[config.mk]
export PLATFORM = sky130hd
export DESIGN_NAME = lru_block_buffer_cache
export DESIGN_NICKNAME = d
export VERILOG_FILES = /design/src/rtl/lrubc_pkg.sv /design/src/rtl/lru_block_buffer_cache.sv /design/src/rtl/lrubc_ram.sv
export SDC_FILE = /design/constraint.sdc
export NUM_CORES = 1
export LEC_CHECK = 0
export BUFFER_PORTS_ARGS = -buffer_cell sky130_fd_sc_hd__buf_2
export CORE_UTILIZATION = 35
export DETAILED_ROUTE_END_ITERATION = 12
export PLACE_DENSITY = 0.52
export SETUP_SLACK_MARGIN = 0.4
export SYNTH_ARGS = -nofsm -noshare
export SYNTH_HDL_FRONTEND = slang
export SYNTH_SLANG_ARGS = --single-unit
export TNS_END_PERCENT = 5
[constraint.sdc]
create_clock -name i_clk -period 9.5 [get_ports i_clk]
set_input_delay 1.9 -clock i_clk [delete_from_list [all_inputs] [get_ports i_clk]]
set_output_delay 1.9 -clock i_clk [all_outputs]
set_load 0.1 [all_outputs]
[src/rtl/lrubc_pkg.sv]
// ----------------------------------------------------------------------------
// lrubc_pkg
// Shared types and codes of the LRU block buffer cache tag table.
// ----------------------------------------------------------------------------
package lrubc_pkg;

    // Command codes (slave tuser)
    localparam logic [1:0] CMD_ACQUIRE   = 2'd0;
    localparam logic [1:0] CMD_WRITEBACK = 2'd1;
    localparam logic [1:0] CMD_RELEASE   = 2'd2;
    localparam logic [1:0] CMD_SYNC_DONE = 2'd3;

    // Status codes (master tdata, low field)
    localparam logic [2:0] ST_GRANTED   = 3'd0;
    localparam logic [2:0] ST_WAIT      = 3'd1;
    localparam logic [2:0] ST_NO_FREE   = 3'd2;
    localparam logic [2:0] ST_NOT_OWNED = 3'd3;
    localparam logic [2:0] ST_OK        = 3'd4;

    // Field widths
    localparam int DEV_W   = 8;
    localparam int SEC_W   = 32;
    localparam int TAG_W   = DEV_W + SEC_W;
    localparam int ENTRY_W = 4;

    // Sequencer states
    typedef enum logic [2:0] {
        S_CLEAR,
        S_IDLE,
        S_WALK,
        S_DECIDE,
        S_RANK,
        S_HOLD
    } t_state;

endpackage

[src/rtl/lru_block_buffer_cache.sv]
// ----------------------------------------------------------------------------
// lru_block_buffer_cache
// Fully associative tag table with LRU replacement for a block buffer cache.
// ----------------------------------------------------------------------------
// Usage:
//   Slave channel carries one command per transfer: tuser is the command
//   (acquire, write back, release, sync done), tdata the block tag and the
//   entry index. Master channel returns exactly one result per command.
//   Acquire walks the tag and rank memories one entry per cycle through a
//   single tag/rank compare unit, then sweeps the rank memory once more to
//   make the chosen entry most recently used; an acquire that answers wait
//   or no free entry skips the rank sweep. Write back, release and sync
//   done touch only the flag registers. One command is in work at a time;
//   s_tready is high whenever the sequencer is idle, also while a result
//   still waits in the output register. After reset a clearing pass over
//   all entries loads the reset ranks; s_tready stays low until it ends.
//   A stalled master holds the result in the output register; a finished
//   command waits until that register frees.
// ----------------------------------------------------------------------------
module lru_block_buffer_cache
    import lrubc_pkg::*;
#(
    parameter int ENTRY_COUNT = 16
) (
    input  logic        i_clk,
    input  logic        i_rst_n,
    // slave side
    input  logic        i_s_tvalid,
    output logic        o_s_tready,
    input  logic [47:0] i_s_tdata,  // device[7:0], sector[39:8], entry[43:40], zero fill
    input  logic [1:0]  i_s_tuser,  // cmd[1:0]
    // master side
    output logic        o_m_tvalid,
    input  logic        i_m_tready,
    output logic [15:0] o_m_tdata   // status[2:0], granted_entry[6:3], needs_fill[7],
                                    // needs_writeback[8], zero fill
);

    localparam int EW = (ENTRY_COUNT > 1) ? $clog2(ENTRY_COUNT) : 1;
    localparam int CW = $clog2(ENTRY_COUNT + 1);
    localparam logic [CW-1:0] CNT_END  = CW'(ENTRY_COUNT);
    localparam logic [CW-1:0] CNT_LAST = CW'(ENTRY_COUNT - 1);
    localparam logic [EW-1:0] RANK_TOP = EW'(ENTRY_COUNT - 1);

    // input unpack
    logic [1:0]         w_cmd;
    logic [DEV_W-1:0]   w_dev;
    logic [SEC_W-1:0]   w_sec;
    logic [ENTRY_W-1:0] w_entry;
    logic [EW-1:0]      w_idx;
    logic               w_in_range;
    logic               w_in_xfer;

    assign w_cmd      = i_s_tuser;
    assign w_dev      = i_s_tdata[7:0];
    assign w_sec      = i_s_tdata[39:8];
    assign w_entry    = i_s_tdata[43:40];
    assign w_idx      = EW'(w_entry);
    assign w_in_range = (32'(w_entry) < 32'(ENTRY_COUNT));
    assign w_in_xfer  = i_s_tvalid && o_s_tready;

    // state and registers
    t_state r_state, n_state;

    logic [CW-1:0]          r_cnt, n_cnt;
    logic                   r_pv, n_pv;
    logic [EW-1:0]          r_pidx, n_pidx;
    logic [ENTRY_COUNT-1:0] r_in_use, n_in_use;
    logic [ENTRY_COUNT-1:0] r_busy, n_busy;
    logic [ENTRY_COUNT-1:0] r_valid, n_valid;
    logic [ENTRY_COUNT-1:0] r_dirty, n_dirty;
    logic                   r_out_valid, n_out_valid;

    logic [DEV_W-1:0]   r_dev, n_dev;
    logic [SEC_W-1:0]   r_sec, n_sec;
    logic               r_found, n_found;
    logic [EW-1:0]      r_hit, n_hit;
    logic [EW-1:0]      r_hit_rank, n_hit_rank;
    logic               r_any, n_any;
    logic [EW-1:0]      r_vic, n_vic;
    logic [EW-1:0]      r_vic_rank, n_vic_rank;
    logic [EW-1:0]      r_tgt, n_tgt;
    logic [EW-1:0]      r_old, n_old;
    logic [2:0]         r_res_status, n_res_status;
    logic [ENTRY_W-1:0] r_res_gent, n_res_gent;
    logic               r_res_fill, n_res_fill;
    logic               r_res_wb, n_res_wb;
    logic [15:0]        r_out_data, n_out_data;

    // memory ports
    logic             w_tag_we;
    logic [TAG_W-1:0] w_tag_q;
    logic             w_rank_we;
    logic [EW-1:0]    w_rank_waddr;
    logic [EW-1:0]    w_rank_wdata;
    logic [EW-1:0]    w_rank_q;
    logic [EW-1:0]    w_raddr;
    logic             w_issue;
    logic             w_out_free;

    assign w_raddr    = r_cnt[EW-1:0];
    assign w_out_free = !r_out_valid || i_m_tready;

    lrubc_ram #(
        .WIDTH (TAG_W),
        .DEPTH (ENTRY_COUNT)
    ) u_tag_ram (
        .i_clk   (i_clk),
        .i_we    (w_tag_we),
        .i_waddr (r_vic),
        .i_wdata ({r_sec, r_dev}),
        .i_raddr (w_raddr),
        .o_rdata (w_tag_q)
    );

    lrubc_ram #(
        .WIDTH (EW),
        .DEPTH (ENTRY_COUNT)
    ) u_rank_ram (
        .i_clk   (i_clk),
        .i_we    (w_rank_we),
        .i_waddr (w_rank_waddr),
        .i_wdata (w_rank_wdata),
        .i_raddr (w_raddr),
        .o_rdata (w_rank_q)
    );

    // next state
    always_comb begin
        n_state = r_state;
        case (r_state)
            S_CLEAR: begin
                if (r_cnt == CNT_LAST) n_state = S_IDLE;
            end
            S_IDLE: begin
                if (w_in_xfer) n_state = (w_cmd == CMD_ACQUIRE) ? S_WALK : S_HOLD;
            end
            S_WALK: begin
                if (r_cnt == CNT_END) n_state = S_DECIDE;
            end
            S_DECIDE: begin
                if ((r_found && !r_busy[r_hit]) || (!r_found && r_any)) n_state = S_RANK;
                else                                                   n_state = S_HOLD;
            end
            S_RANK: begin
                if (r_cnt == CNT_END) n_state = S_HOLD;
            end
            S_HOLD: begin
                if (w_out_free) n_state = S_IDLE;
            end
            default: n_state = S_CLEAR;
        endcase
    end

    // state decoded controls: handshake, memory reads and writes
    always_comb begin
        o_s_tready   = (r_state == S_IDLE);
        w_issue      = ((r_state == S_WALK) || (r_state == S_RANK)) && (r_cnt < CNT_END);
        w_tag_we     = (r_state == S_DECIDE) && !r_found && r_any;
        w_rank_we    = 1'b0;
        w_rank_waddr = r_pidx;
        w_rank_wdata = w_rank_q - EW'(1);
        case (r_state)
            S_CLEAR: begin
                w_rank_we    = 1'b1;
                w_rank_waddr = r_cnt[EW-1:0];
                w_rank_wdata = r_cnt[EW-1:0];
            end
            S_RANK: begin
                // chosen entry becomes newest, newer ones age by one
                if (r_pv) begin
                    if (r_pidx == r_tgt) begin
                        w_rank_we    = 1'b1;
                        w_rank_wdata = RANK_TOP;
                    end else if (w_rank_q > r_old) begin
                        w_rank_we    = 1'b1;
                    end
                end
            end
            default: begin
                w_rank_we = 1'b0;
            end
        endcase
    end

    // datapath next values
    always_comb begin
        n_cnt        = r_cnt;
        n_pv         = w_issue;
        n_pidx       = r_cnt[EW-1:0];
        n_in_use     = r_in_use;
        n_busy       = r_busy;
        n_valid      = r_valid;
        n_dirty      = r_dirty;
        n_out_valid  = r_out_valid && !i_m_tready;
        n_dev        = r_dev;
        n_sec        = r_sec;
        n_found      = r_found;
        n_hit        = r_hit;
        n_hit_rank   = r_hit_rank;
        n_any        = r_any;
        n_vic        = r_vic;
        n_vic_rank   = r_vic_rank;
        n_tgt        = r_tgt;
        n_old        = r_old;
        n_res_status = r_res_status;
        n_res_gent   = r_res_gent;
        n_res_fill   = r_res_fill;
        n_res_wb     = r_res_wb;
        n_out_data   = r_out_data;

        case (r_state)
            S_CLEAR: begin
                n_cnt = r_cnt + CW'(1);
            end
            S_IDLE: begin
                if (w_in_xfer) begin
                    n_cnt        = '0;
                    n_dev        = w_dev;
                    n_sec        = w_sec;
                    n_found      = 1'b0;
                    n_any        = 1'b0;
                    n_res_status = ST_OK;
                    n_res_gent   = w_entry;
                    n_res_fill   = 1'b0;
                    n_res_wb     = 1'b0;
                    // flag-only commands finish here
                    if (w_cmd != CMD_ACQUIRE) begin
                        if (!w_in_range) begin
                            n_res_status = ST_NOT_OWNED;
                        end else if (w_cmd == CMD_SYNC_DONE) begin
                            n_valid[w_idx] = 1'b1;
                            n_dirty[w_idx] = 1'b0;
                        end else if (!r_busy[w_idx]) begin
                            n_res_status = ST_NOT_OWNED;
                        end else if (w_cmd == CMD_WRITEBACK) begin
                            n_dirty[w_idx] = 1'b1;
                            n_res_wb       = 1'b1;
                        end else begin
                            n_busy[w_idx] = 1'b0;
                        end
                    end
                end
            end
            S_WALK: begin
                if (r_cnt < CNT_END) n_cnt = r_cnt + CW'(1);
                if (r_pv) begin
                    // newest matching tag
                    if (r_in_use[r_pidx] && (w_tag_q == {r_sec, r_dev}) &&
                        (!r_found || (w_rank_q > r_hit_rank))) begin
                        n_found    = 1'b1;
                        n_hit      = r_pidx;
                        n_hit_rank = w_rank_q;
                    end
                    // oldest free entry
                    if (!r_busy[r_pidx] && (!r_any || (w_rank_q < r_vic_rank))) begin
                        n_any      = 1'b1;
                        n_vic      = r_pidx;
                        n_vic_rank = w_rank_q;
                    end
                end
            end
            S_DECIDE: begin
                n_cnt = '0;
                if (r_found) begin
                    n_res_gent = ENTRY_W'(r_hit);
                    if (r_busy[r_hit]) begin
                        n_res_status = ST_WAIT;
                    end else begin
                        n_res_status = ST_GRANTED;
                        n_res_fill   = !r_valid[r_hit];
                        n_busy[r_hit] = 1'b1;
                        n_tgt        = r_hit;
                        n_old        = r_hit_rank;
                    end
                end else if (r_any) begin
                    n_res_status   = ST_GRANTED;
                    n_res_gent     = ENTRY_W'(r_vic);
                    n_res_fill     = 1'b1;
                    n_in_use[r_vic] = 1'b1;
                    n_busy[r_vic]  = 1'b1;
                    n_valid[r_vic] = 1'b0;
                    n_dirty[r_vic] = 1'b0;
                    n_tgt          = r_vic;
                    n_old          = r_vic_rank;
                end else begin
                    n_res_status = ST_NO_FREE;
                    n_res_gent   = '0;
                end
            end
            S_RANK: begin
                if (r_cnt < CNT_END) n_cnt = r_cnt + CW'(1);
            end
            S_HOLD: begin
                if (w_out_free) begin
                    n_out_valid = 1'b1;
                    n_out_data  = {7'b0, r_res_wb, r_res_fill, r_res_gent, r_res_status};
                end
            end
            default: begin
                n_cnt = '0;
            end
        endcase
    end

    // control registers
    always_ff @(posedge i_clk) begin
        if (!i_rst_n) begin
            r_state     <= S_CLEAR;
            r_cnt       <= '0;
            r_pv        <= 1'b0;
            r_in_use    <= '0;
            r_busy      <= '0;
            r_valid     <= '0;
            r_dirty     <= '0;
            r_out_valid <= 1'b0;
        end else begin
            r_state     <= n_state;
            r_cnt       <= n_cnt;
            r_pv        <= n_pv;
            r_in_use    <= n_in_use;
            r_busy      <= n_busy;
            r_valid     <= n_valid;
            r_dirty     <= n_dirty;
            r_out_valid <= n_out_valid;
        end
    end

    // payload registers
    always_ff @(posedge i_clk) begin
        r_pidx       <= n_pidx;
        r_dev        <= n_dev;
        r_sec        <= n_sec;
        r_found      <= n_found;
        r_hit        <= n_hit;
        r_hit_rank   <= n_hit_rank;
        r_any        <= n_any;
        r_vic        <= n_vic;
        r_vic_rank   <= n_vic_rank;
        r_tgt        <= n_tgt;
        r_old        <= n_old;
        r_res_status <= n_res_status;
        r_res_gent   <= n_res_gent;
        r_res_fill   <= n_res_fill;
        r_res_wb     <= n_res_wb;
        r_out_data   <= n_out_data;
    end

    assign o_m_tvalid = r_out_valid;
    assign o_m_tdata  = r_out_data;

endmodule

[src/rtl/lrubc_ram.sv]
// ----------------------------------------------------------------------------
// lrubc_ram
// Generic simple dual-port RAM: one write port, one read port, registered read.
// ----------------------------------------------------------------------------
module lrubc_ram #(
    parameter int WIDTH = 8,
    parameter int DEPTH = 16
) (
    input  logic                     i_clk,
    input  logic                     i_we,
    input  logic [$clog2(DEPTH)-1:0] i_waddr,
    input  logic [WIDTH-1:0]         i_wdata,
    input  logic [$clog2(DEPTH)-1:0] i_raddr,
    output logic [WIDTH-1:0]         o_rdata
);

    logic [WIDTH-1:0] r_mem [DEPTH];
    logic [WIDTH-1:0] r_rdata;

    // write port and registered read port
    always_ff @(posedge i_clk) begin
        if (i_we) begin
            r_mem[i_waddr] <= i_wdata;
        end
        r_rdata <= r_mem[i_raddr];
    end

    assign o_rdata = r_rdata;

endmodule
---- Yosys cells after proc, flatten, opt, wreduce, memory -nomap -nowiden ----
Memories as Yosys holds them, arrays and structs flattened. A register that Yosys moved wholly into a read port is not among the register bits.
Index checks and enable logic that the tools add are counted.
Widths: inputs -> output; s select.
cells by class
  bitwise gates (word level) .............. 12
  mux-type cells .......................... 86
  magnitude comparators ................... 11
  multiply operators ...................... 0
  divide/modulo/power cells ............... 0
  add/sub/neg operators ................... 2
  reduce and logical (&&, ||, !) cells .... 47
  equal/unequal tests ..................... 30
  shift operators ......................... 0
operators with widths
  operator            number
  $mux 16             13
  $or 16x16->16       4
  $pmux 16 s2         2
  $mux 4              12
  $eq 40x40->1        1
  $mux 3              11
  $and 16x16->16      2
  $not 16->16         2
  $mux 1              28
  $bmux 1 s4          5
  $lt 4x5->1 const B  4
  $ne 2x2->1 const B  10
  $pmux 5 s4          1
  $pmux 3 s6          1
  $pmux 4 s2          2
  $reduce_and 3->1    5
  $ne 2x1->1 const B  7
  $logic_and 1x1->1   13
  $demux 1 s4         3
  $ge 4x1->1 const B  3
  $reduce_and 4->1    3
  $mux 5              2
  $gt 4x4->1          2
  $pmux 1 s2          4
  other kinds (27)    48
storage, ports and cells
  ROM bits ................................ 0
  bits in latches ......................... 0
  word-level logic and storage cells ...... 213
  output and inout port bits .............. 18
  flip-flop bits (word level) ............. 146
  input port bits ......................... 54
  bits in writable memories ............... 704
  memories kept ........................... 2
memories
  memory            depth  bits a word  read ports  clocked after Yosys merged registers in  write ports  RTL line         source
  u_tag_ram.r_mem   16     40           1           1                                        1            lrubc_ram.sv:17  logic [WIDTH-1:0] r_mem [DEPTH];
  u_rank_ram.r_mem  16     4            1           1                                        1            lrubc_ram.sv:17

---- Longest topological paths before layout ----
Gate-level depths: netlist of run 1.
  word-level depth ........................ 12
  gate-level depth with buffers ........... 10
  mapped depth without buffers ............ 8

---- Cells and area by module ----
Synthesis of run 1 repeated with hierarchy kept, for this count alone.
second synthesis, totals
  cells, all modules ...................... 1,800
  area, all modules ....................... 35,002.3 µm²
by module, submodules not included
  module                   area an instance (µm²)  instances  sequential area each (µm²)  cells an instance
  lrubc_ram at u_tag_ram   25,131.6                1          20,019.2                    1,040
  lru_block_buffer_cache   7,204.4                 1          3,763.6                     630
  lrubc_ram at u_rank_ram  2,666.3                 1          2,001.9                     130

---- Worst setup path before layout of run 1 ----
No wires, ideal clock.
  path kind ............................... register to output
  from .................................... reg r_state[0]
  to ...................................... out o_s_tready
  slack ................................... 4.627 ns
  buffers on the path ..................... 2
  data arrival time ....................... 2.973 ns
  stages on the path, launching flop included .. 4
  required time ........................... 7.600 ns
  cell sequence ........................... dfxtp_1 -> clkbuf_1 -> buf_2 -> nor3b_1
on the way
  longest elaborated chain between the ends .. 1
ends and longest elaborated chain
  element                   RTL line                       source
  start: declaration        lru_block_buffer_cache.sv:63   t_state r_state, n_state;
  start signal: assignment  lru_block_buffer_cache.sv:318  r_state <= n_state;
  $eq 3x1->1                lru_block_buffer_cache.sv:157  o_s_tready = (r_state == S_IDLE);
  end: declaration          lru_block_buffer_cache.sv:29   output logic o_s_tready,
Every way passes these cells.

---- Worst setup path in the final report of run 1 ----
Same ends and word-level chain as after synthesis.

==> run summary, run 1 <==
Between clock sinks in the finished design, the worst skew comes to 0.0457 ns. Buffers placed on the I/O ports in this run total 60. The post-detailed-routing wire length is 80300 um. In this run the static leakage power is 12.3 nW. The number of hold-slack violations in the final timing report is 0. The final critical-path required period is 4.04 ns. The count of instances resized after the clock tree is built is 0. The worst setup path is launched from a flip-flop.

The flow ran to the end, and the final reports show no timing, DRC or antenna violations. Global routing used 27.3% of the available met2 tracks. After layout, the worst path uses 42.5% of the clock period. The count of different cell masters after synthesis is 62.

At the end of the flow, the number of nets in the layout was 1861. Clock tree synthesis inserted a total of 94 buffers. STA puts the critical path data required time at 7.60 ns. In the final timing run, aggregate negative setup slack is 0 ns.

Dividing the detail-routed via count by the number of cells gives 5.29. The die height came out at 317 um. The power per unit of standard cell area is 214 mW/mm2. The critical-path maximum fanout is 17. After synthesis, flip-flops and latches occupy 74.2% of the total area. The multiplexer share of the synthesized area is 15.9%. The critical path data arrival time came out at 2.14 ns. The combinational family with the most area after synthesis is multiplexers. In this run the cell area of the synthesized design comes to 0.0347 mm2.

Summed over all nets, the switching power comes to 1.76 mW. In this run the post-CTS setup repair buffer count came out at 0. The layer with the highest usage is met2. The number of antenna diodes in the final layout is 0.

The final route contains 16700 vias. On the critical path the largest part of the delay comes from flip-flops. The number of filler cells placed in the layout is 8729. Counting cells, the worst reg-to-reg path comes to 5. Static timing analysis puts the maximum clock frequency at 247 MHz. The logic depth of the worst setup path including buffers is 2. The clock transition time at the flip-flop clock pins of the worst setup and hold paths is 0.06 ns. The mean routed wirelength per cell is 25.4 um. The transition time of the tightest slew-check pin came out at 1.24 ns. The number of sinks handled by clock tree synthesis is 894. The sum of overflow across all layers after global routing is 0. The worst voltage drop across the vdd grid came out at 0.177 mV. The half-perimeter wire length of the detailed placement result is 41500 um. The number of synthesized register bits is 894. The H-tree was split into 3 levels. At the end of routability-driven placement, the weighted congestion stood at 0.784.

After Yosys synthesis, full adders, half adders and majority gates account for 0.540% of the synthesized area. Together, buffers and inverters on the worst path number 1. The area of the core came out at 0.0984 mm2. The hold buffer count at cts came out at 0. The share of flip-flops with an asynchronous set or reset after synthesis is 0%. Clock tree synthesis selected as its root buffer the cell clkbuf_16. The residual DRC count is 0. The first global-routing pass estimated 118000 um of wire. The longest individual stage delay on the worst path is 0.67 ns. The violation count after the first detailed-route iteration is 1296. In the final layout, the share of cells above drive strength 1 is 27.4%. The pin count of the biggest net entering global routing is 67. The clock share of power came out at 45.2%.

The initial core utilization came out at 35.3%. The count of nets left with antenna violations once routing finished came out at 0. The number of instances on the worst hold path is 0. The xor/xnor share of the synthesized area came out at 1.29%. The worst hold-check path type is flip-flop to flip-flop. The final worst hold slack is 0.423 ns. The sequential share of power came out at 50.5%. The number of enable-type register cells in the synthesized netlist came out at 788.

The global routing usage on met3 came out at 2.43%. The most used flip-flop cell after synthesis is edfxtp_1. The max-slew headroom at the worst pin is 17.2%. The number of antenna violations at the first check in global routing is 0. The internal power consumption is 6.75 mW. The number of max-slew violations in the final report is 0. The floorplan has 115 rows. The full die area is 0.101 mm2.

The number of buffers on the longest clock path is 3. The layout-stage area growth over the synthesis result came out at 14.6%. The synthesized netlist devotes 3.32% of its cell area to compound gates. The via count of the first global-routing pass is 17600. TritonCTS built the clock tree.

The number of violations of the max-capacitance limit came out at 0. Of the total synthesized cell area, the portion taken by AND, OR, NAND and NOR gates is 2.98%. The combinational share of power came out at 4.3%. The floorplan die width came out at 317 um. Setup repair after global routing left no endpoint under its margin.

The critical path capture point type is an output port. By startpoint and endpoint, the worst setup path is classified as flip-flop to output port. The net switching share of the total power came out at 20.6%. For this run, global-route usage on met1 was measured as 22.1%. The final count of negative-setup-slack endpoints is 0. The total global routing track utilization came out at 16.3%. In this run the mean area of a mapped cell was 20.4 um2. The clock insertion delay at the later pin of the skew report is 0.67 ns.

The number of I/O pins came out at 72. The number of optimization iterations in the first detailed-route pass is 6. The critical path goes through nor3b_1 -> buf_2. In the synthesized netlist, the number of instances is 1702. The total of warnings raised by yosys is 0.

The slowest stage of the critical path is the dfxtp_1 cell.
cell usage after synthesis, types with 15 or more instances:
library cell | n | area (um2)
clkbuf_1 | 58 | 218
o21a_1 | 19 | 143
mux4_2 | 239 | 5380
a21oi_1 | 17 | 85.1
xnor2_1 | 47 | 412
nor2b_1 | 17 | 106
nor3_1 | 20 | 100
a211oi_1 | 17 | 128
inv_1 | 18 | 67.6
nor2_1 | 41 | 154
o21ai_1 | 18 | 90.1
nand2_1 | 38 | 143
buf_2 | 16 | 80.1
dfxtp_1 | 106 | 2120
o21ai_0 | 29 | 145
a31oi_1 | 20 | 125
ha_1 | 15 | 188
edfxtp_1 | 788 | 23700
worst reg2reg max path: cells and delay by family (launching register included):
kind                   cells  cell delay (ns)
buffers and inverters      1             0.65
flip-flops                 1             0.70
AND/OR/NAND/NOR            4             1.90
per-stage QoR:
stage	instance area [um2]	power, mW	std cells	util (%)	worst slack [ns]
5_1_grt	39800	8.76	3160	40.4	5.30
3_3_place_gp	36500	4.75	2982	37.1	5.34
2_1_floorplan	34800	4.65	1708	-	4.63
4_1_cts	39800	8.60	3159	40.4	5.38
3_5_place_dp	36500	4.75	2982	37.1	5.28
6_report	39800	8.51	3160	40.4	5.46
metal layers:
layer / up-vias / wire, um
li1: 7199 / -
met1: 8966 / 35400
met2: 406 / 39900
met3: 135 / 3310
met4: 0 / 1690
met5: - / 0
layout by cell type (no fill, tap or decap), types with 25 or more instances in the layout:
master     Yosys  final
buf_2         16     60
clkbuf_16      0     95
mux4_2       239    239
dfxtp_1      106    102
nand2_1       38     38
buf_4          9     29
edfxtp_1     788    788
o21ai_0       29     29
nor2_1        41     25
xnor2_1       47     47
power by group through the flow:
stage          Combinational, mW  Sequential, mW  Clock [mW]
2_1_floorplan              0.298            4.36           0
3_3_place_gp               0.375            4.38           0
3_5_place_dp               0.375            4.38           0
4_1_cts                    0.377            4.30        3.92
5_1_grt                    0.401            4.30        4.06
6_report                   0.368            4.30        3.84
path summary, 6_finish.rpt:
path                    from                     to  slack [ns]
max               r_state[0]             o_s_tready        5.46
min          r_res_status[1]           o_m_tdata[1]        0.42
max reg2reg       r_state[1]  u_tag_ram.r_mem[6][0]        5.83
min reg2reg  r_res_status[1]           o_m_tdata[1]        0.42
kinds of logic after synthesis:
kind of cell	count (synthesis)
DFF	894
muxes	251
and+or+nand+nor	194
AOI/OAI and AO/OA	175
buffers and inverters	121
xor gates and xnor gates	51
adders and majority gates	15
other	1
area by class of cell:
class / count / area, um2 / area share, %
flip-flops and latches: 894 / 25800 / 64.8
multi-input cells: 693 / 8480 / 21.3
clock buffers: 123 / 2570 / 6.46
well taps: 1287 / 1610 / 4.05
inverters: 19 / 71.3 / 0.179
clock inverters: 54 / 731 / 1.84
repair buffers: 90 / 529 / 1.33
sequential cells by signal (all words and copies together), names as in the netlist, 4 cells and up:
| signal | cells |
|---|---|
| r_old | 4 |
| r_vic_rank | 4 |
| r_pidx | 4 |
| r_dev | 8 |
| r_hit_rank | 4 |
| u_rank_ram.o_rdata | 4 |
| r_res_gent | 4 |
| o_m_tdata | 9 |
| r_hit | 4 |
| r_tgt | 4 |
| u_tag_ram.r_mem | 640 |
| u_tag_ram.o_rdata | 40 |
| r_in_use | 16 |
| r_valid | 16 |
| r_vic | 4 |
| r_busy | 16 |
| u_rank_ram.r_mem | 64 |
| r_sec | 32 |
| r_cnt | 5 |
(Power assumes the default switching activity.)
==> run 2: changes to the inputs <==
Clock period 9.5 ns to 3.9 ns, I/O delays scaled along.
==> run summary, run 2 (synthesis results as in run 1) <==
The flow ran to the end, and the final reports show no timing, DRC or antenna violations. The half-perimeter wire length of the detailed placement result was 41800 um (+0.68%). In this run the critical register-to-register path is captured at u_rank_ram.r_mem[12][3]. The number of buffers on the longest clock path came to 3 (unchanged). The via count came out at 16800 (+0.65%). The register with the most flip-flops in the final layout is u_tag_ram.r_mem. The clock insertion delay at the later pin of the skew report is 0.66 ns (about the same). The count of instances resized after the clock tree is built came out at 0 (unchanged).

Setup repair after global routing left no endpoint under its margin. The area of the core came to 0.0984 mm2 (unchanged). In the layout the commonest cells are edfxtp_1, mux4_2, dfxtp_1. The via count of the first global-routing pass is 17900 (+1.6%).

The final worst hold slack came to 0.291 ns (-0.132 ns). The data required time of the worst path came out at 4.16 ns (-3.44 ns). The post-route total power is 20.2 mW (+140%). The cell at the root of the clock tree is clkbuf_16. The floorplan die width is 317 um (unchanged).

The number of I/O pins came out at 72 (unchanged). The number of optimization iterations in the first detailed-route pass is 5 (-1). The leakage power came out at 12.3 nW (+0.18%). The power per unit of standard cell area was 506 mW/mm2 (+140%).

The critical-path maximum fanout came to 19 (+2). The worst setup path is launched from a flip-flop. The sum of overflow across all layers after global routing was 0 (unchanged).

The post-CTS setup-driven buffer insertion count is 0 (unchanged). The mean routed wirelength per cell is 25.4 um (-0.15%). The clock transition time at the flip-flop clock pins of the worst setup and hold paths is 0.06 ns (about the same).

The critical path data arrival time came to 3.25 ns (+1.11 ns). The number of filler cells placed in the layout is 8742 (+0.15%). The fraction of layout instances using a drive strength above 1 came to 27.3% (-0.12 points). The longest individual stage delay on the worst path is 0.98 ns (+0.31 ns). The number of sinks handled by clock tree synthesis came out at 894 (unchanged). The total negative slack came to 0 ns (unchanged).

The number of antenna violations at the first check in global routing came to 1 (+1). The path class of the tightest hold or removal check is input port to flip-flop. The remaining antenna violation count came out at 0 (unchanged). The violation count after the first detailed-route iteration came to 1393 (+7.5%). The number of instances on the worst hold path is 1 (+1). The peak clock frequency supported by timing is 334 MHz. The worst voltage drop across the vdd grid was 0.425 mV (+140%).

The flip-flop count of the largest register, all copies and words added came out at 640 (unchanged). The wire length of the first global-routing pass is 118000 um (+0.21%). The combined area of the multi-input logic cells came out at 0.00849 mm2 (about the same).

The path with the worst hold slack has its endpoint at r_sec[15]. The number of hold-slack violations in the final timing report came out at 0 (unchanged). The via-per-instance ratio was 5.30 (+0.27%). The count of standard-cell rows was 115 (unchanged). The setup slack of the most critical reg-to-reg path is 0.91 ns (-4.92 ns).

The full die area was 0.101 mm2 (unchanged). The total global routing track utilization came to 16.3% (about the same). The CTS tree is yes. The final count of negative-setup-slack endpoints came out at 0 (unchanged). The die height was 317 um (unchanged). The share of the clock period used by the worst path is 76.7%. The library cell used most frequently in the layout, excluding fill and tap cells, is edfxtp_1. The count of input and output buffers is 60 (unchanged). The maximum level of the CTS H-tree came out at 3 (unchanged). The post-detailed-routing wire length came out at 80500 um (+0.23%). The final estimated routing congestion in global placement is 0.796 (+1.6%).

The transition time of the tightest slew-check pin is 1.06 ns (-0.180 ns). The hold buffer count at cts came out at 0 (unchanged). The worst register-to-register path begins at r_pidx[0]. The logic depth of the worst register-to-register path is 5 (unchanged).

The worst clock skew is 0.0267 ns (-0.0190 ns). The worst setup path is of the flip-flop to flip-flop kind. The residual DRC count came out at 0 (unchanged). The sequential cell area in the final layout came out at 0.0258 mm2 (unchanged). The pin count of the biggest net entering global routing came out at 100 (+49%). Walking the worst path, the cells encountered are xnor2_1 -> nand3_1 -> nor3_1 -> nor2_2 -> a211oi_1.

The number of max-slew violations in the final report is 0 (unchanged). The routed design could run at a clock period as short as 2.99 ns. The max-slew headroom at the worst pin was 29.2% (+12 points). From synthesis to final layout, the design area changed by 15.1%. The number of antenna repair diodes came out at 0 (unchanged). The total CTS buffers came to 93 (-1.1%). The startpoint identified for the worst hold timing path is i_s_tdata[23]. The number of violations of the max-capacitance limit came out at 0 (unchanged). The net count of the finished layout came out at 1874 (+0.70%).

The worst setup path is captured at a flip-flop. The initial core utilization came out at 35.3% (unchanged). The critical path's slowest cell is dfxtp_1.
## run 2: changes by cell type in the layout (fill, tap and decap cells not counted), sizes merged
cell,delta
clkinv,-14
clkinvlp,+2
buf,+14
inv,-1
bufinv,-7
clkbuf,+18
## run 2: area by class of cell
cell class | count | area share [%]
sequential | 894 | 64.5
multi-input combinational | 693 | 21.2
clock buffer | 141 | 6.73
tap | 1287 | 4.03
timing repair buffer | 104 | 2.24
clock inverter | 34 | 1.05
inverter | 19 | 0.178
## run 2: worst max-delay path, delay by kind of cell, from the launching register on
kind | cells | cell delay, ns
xor gates and xnor gates | 1 | 0.20
AOI/OAI and AO/OA | 1 | 0.74
DFF | 1 | 0.98
and+or+nand+nor | 3 | 0.66
## run 2: worst max path at each step
stage | start | endpoint | slack (ns)
final | r_pidx[0] | u_rank_ram.r_mem[12][3] | 0.91
after global routing | r_pidx[0] | u_rank_ram.r_mem[12][3] | 0.72
after CTS | r_pidx[0] | u_rank_ram.r_mem[12][3] | 0.89
after detailed placement | r_pidx[0] | u_rank_ram.r_mem[12][3] | 0.94
after global placement | r_pidx[0] | r_vic_rank[0] | 0.97
after floorplan | r_state[0] | u_tag_ram.r_mem[14][0] | 0.62
## run 2: per-layer routing
metal  share of wire [%]  GRT usage (%)  vias to the layer above
met2                  50           27.3                      433
met4                 2.1           4.68                        0
li1                    -              -                     7229
met5                   0              0                        -
met1                  43           21.8                     9041
met3                 4.5           2.57                      111
## run 2: report_power, final
part           switching [mW]  leakage [nW]  internal [mW]
sequential             0.0969          7.99           10.4
clock                    3.62          1.50           5.25
combinational           0.443          2.85          0.463
total                    4.16          12.3           16.1
## run 2: through the flow
step	cells	util, %	worst slack [ns]	area [um2]
after floorplan	1708	-	0.624	34800
after global placement	2997	37.5	0.966	36900
after detailed placement	2997	37.5	0.941	36900
after CTS	3172	40.6	0.894	40000
after global routing	3172	40.6	0.717	40000
final	3172	40.6	0.908	40000
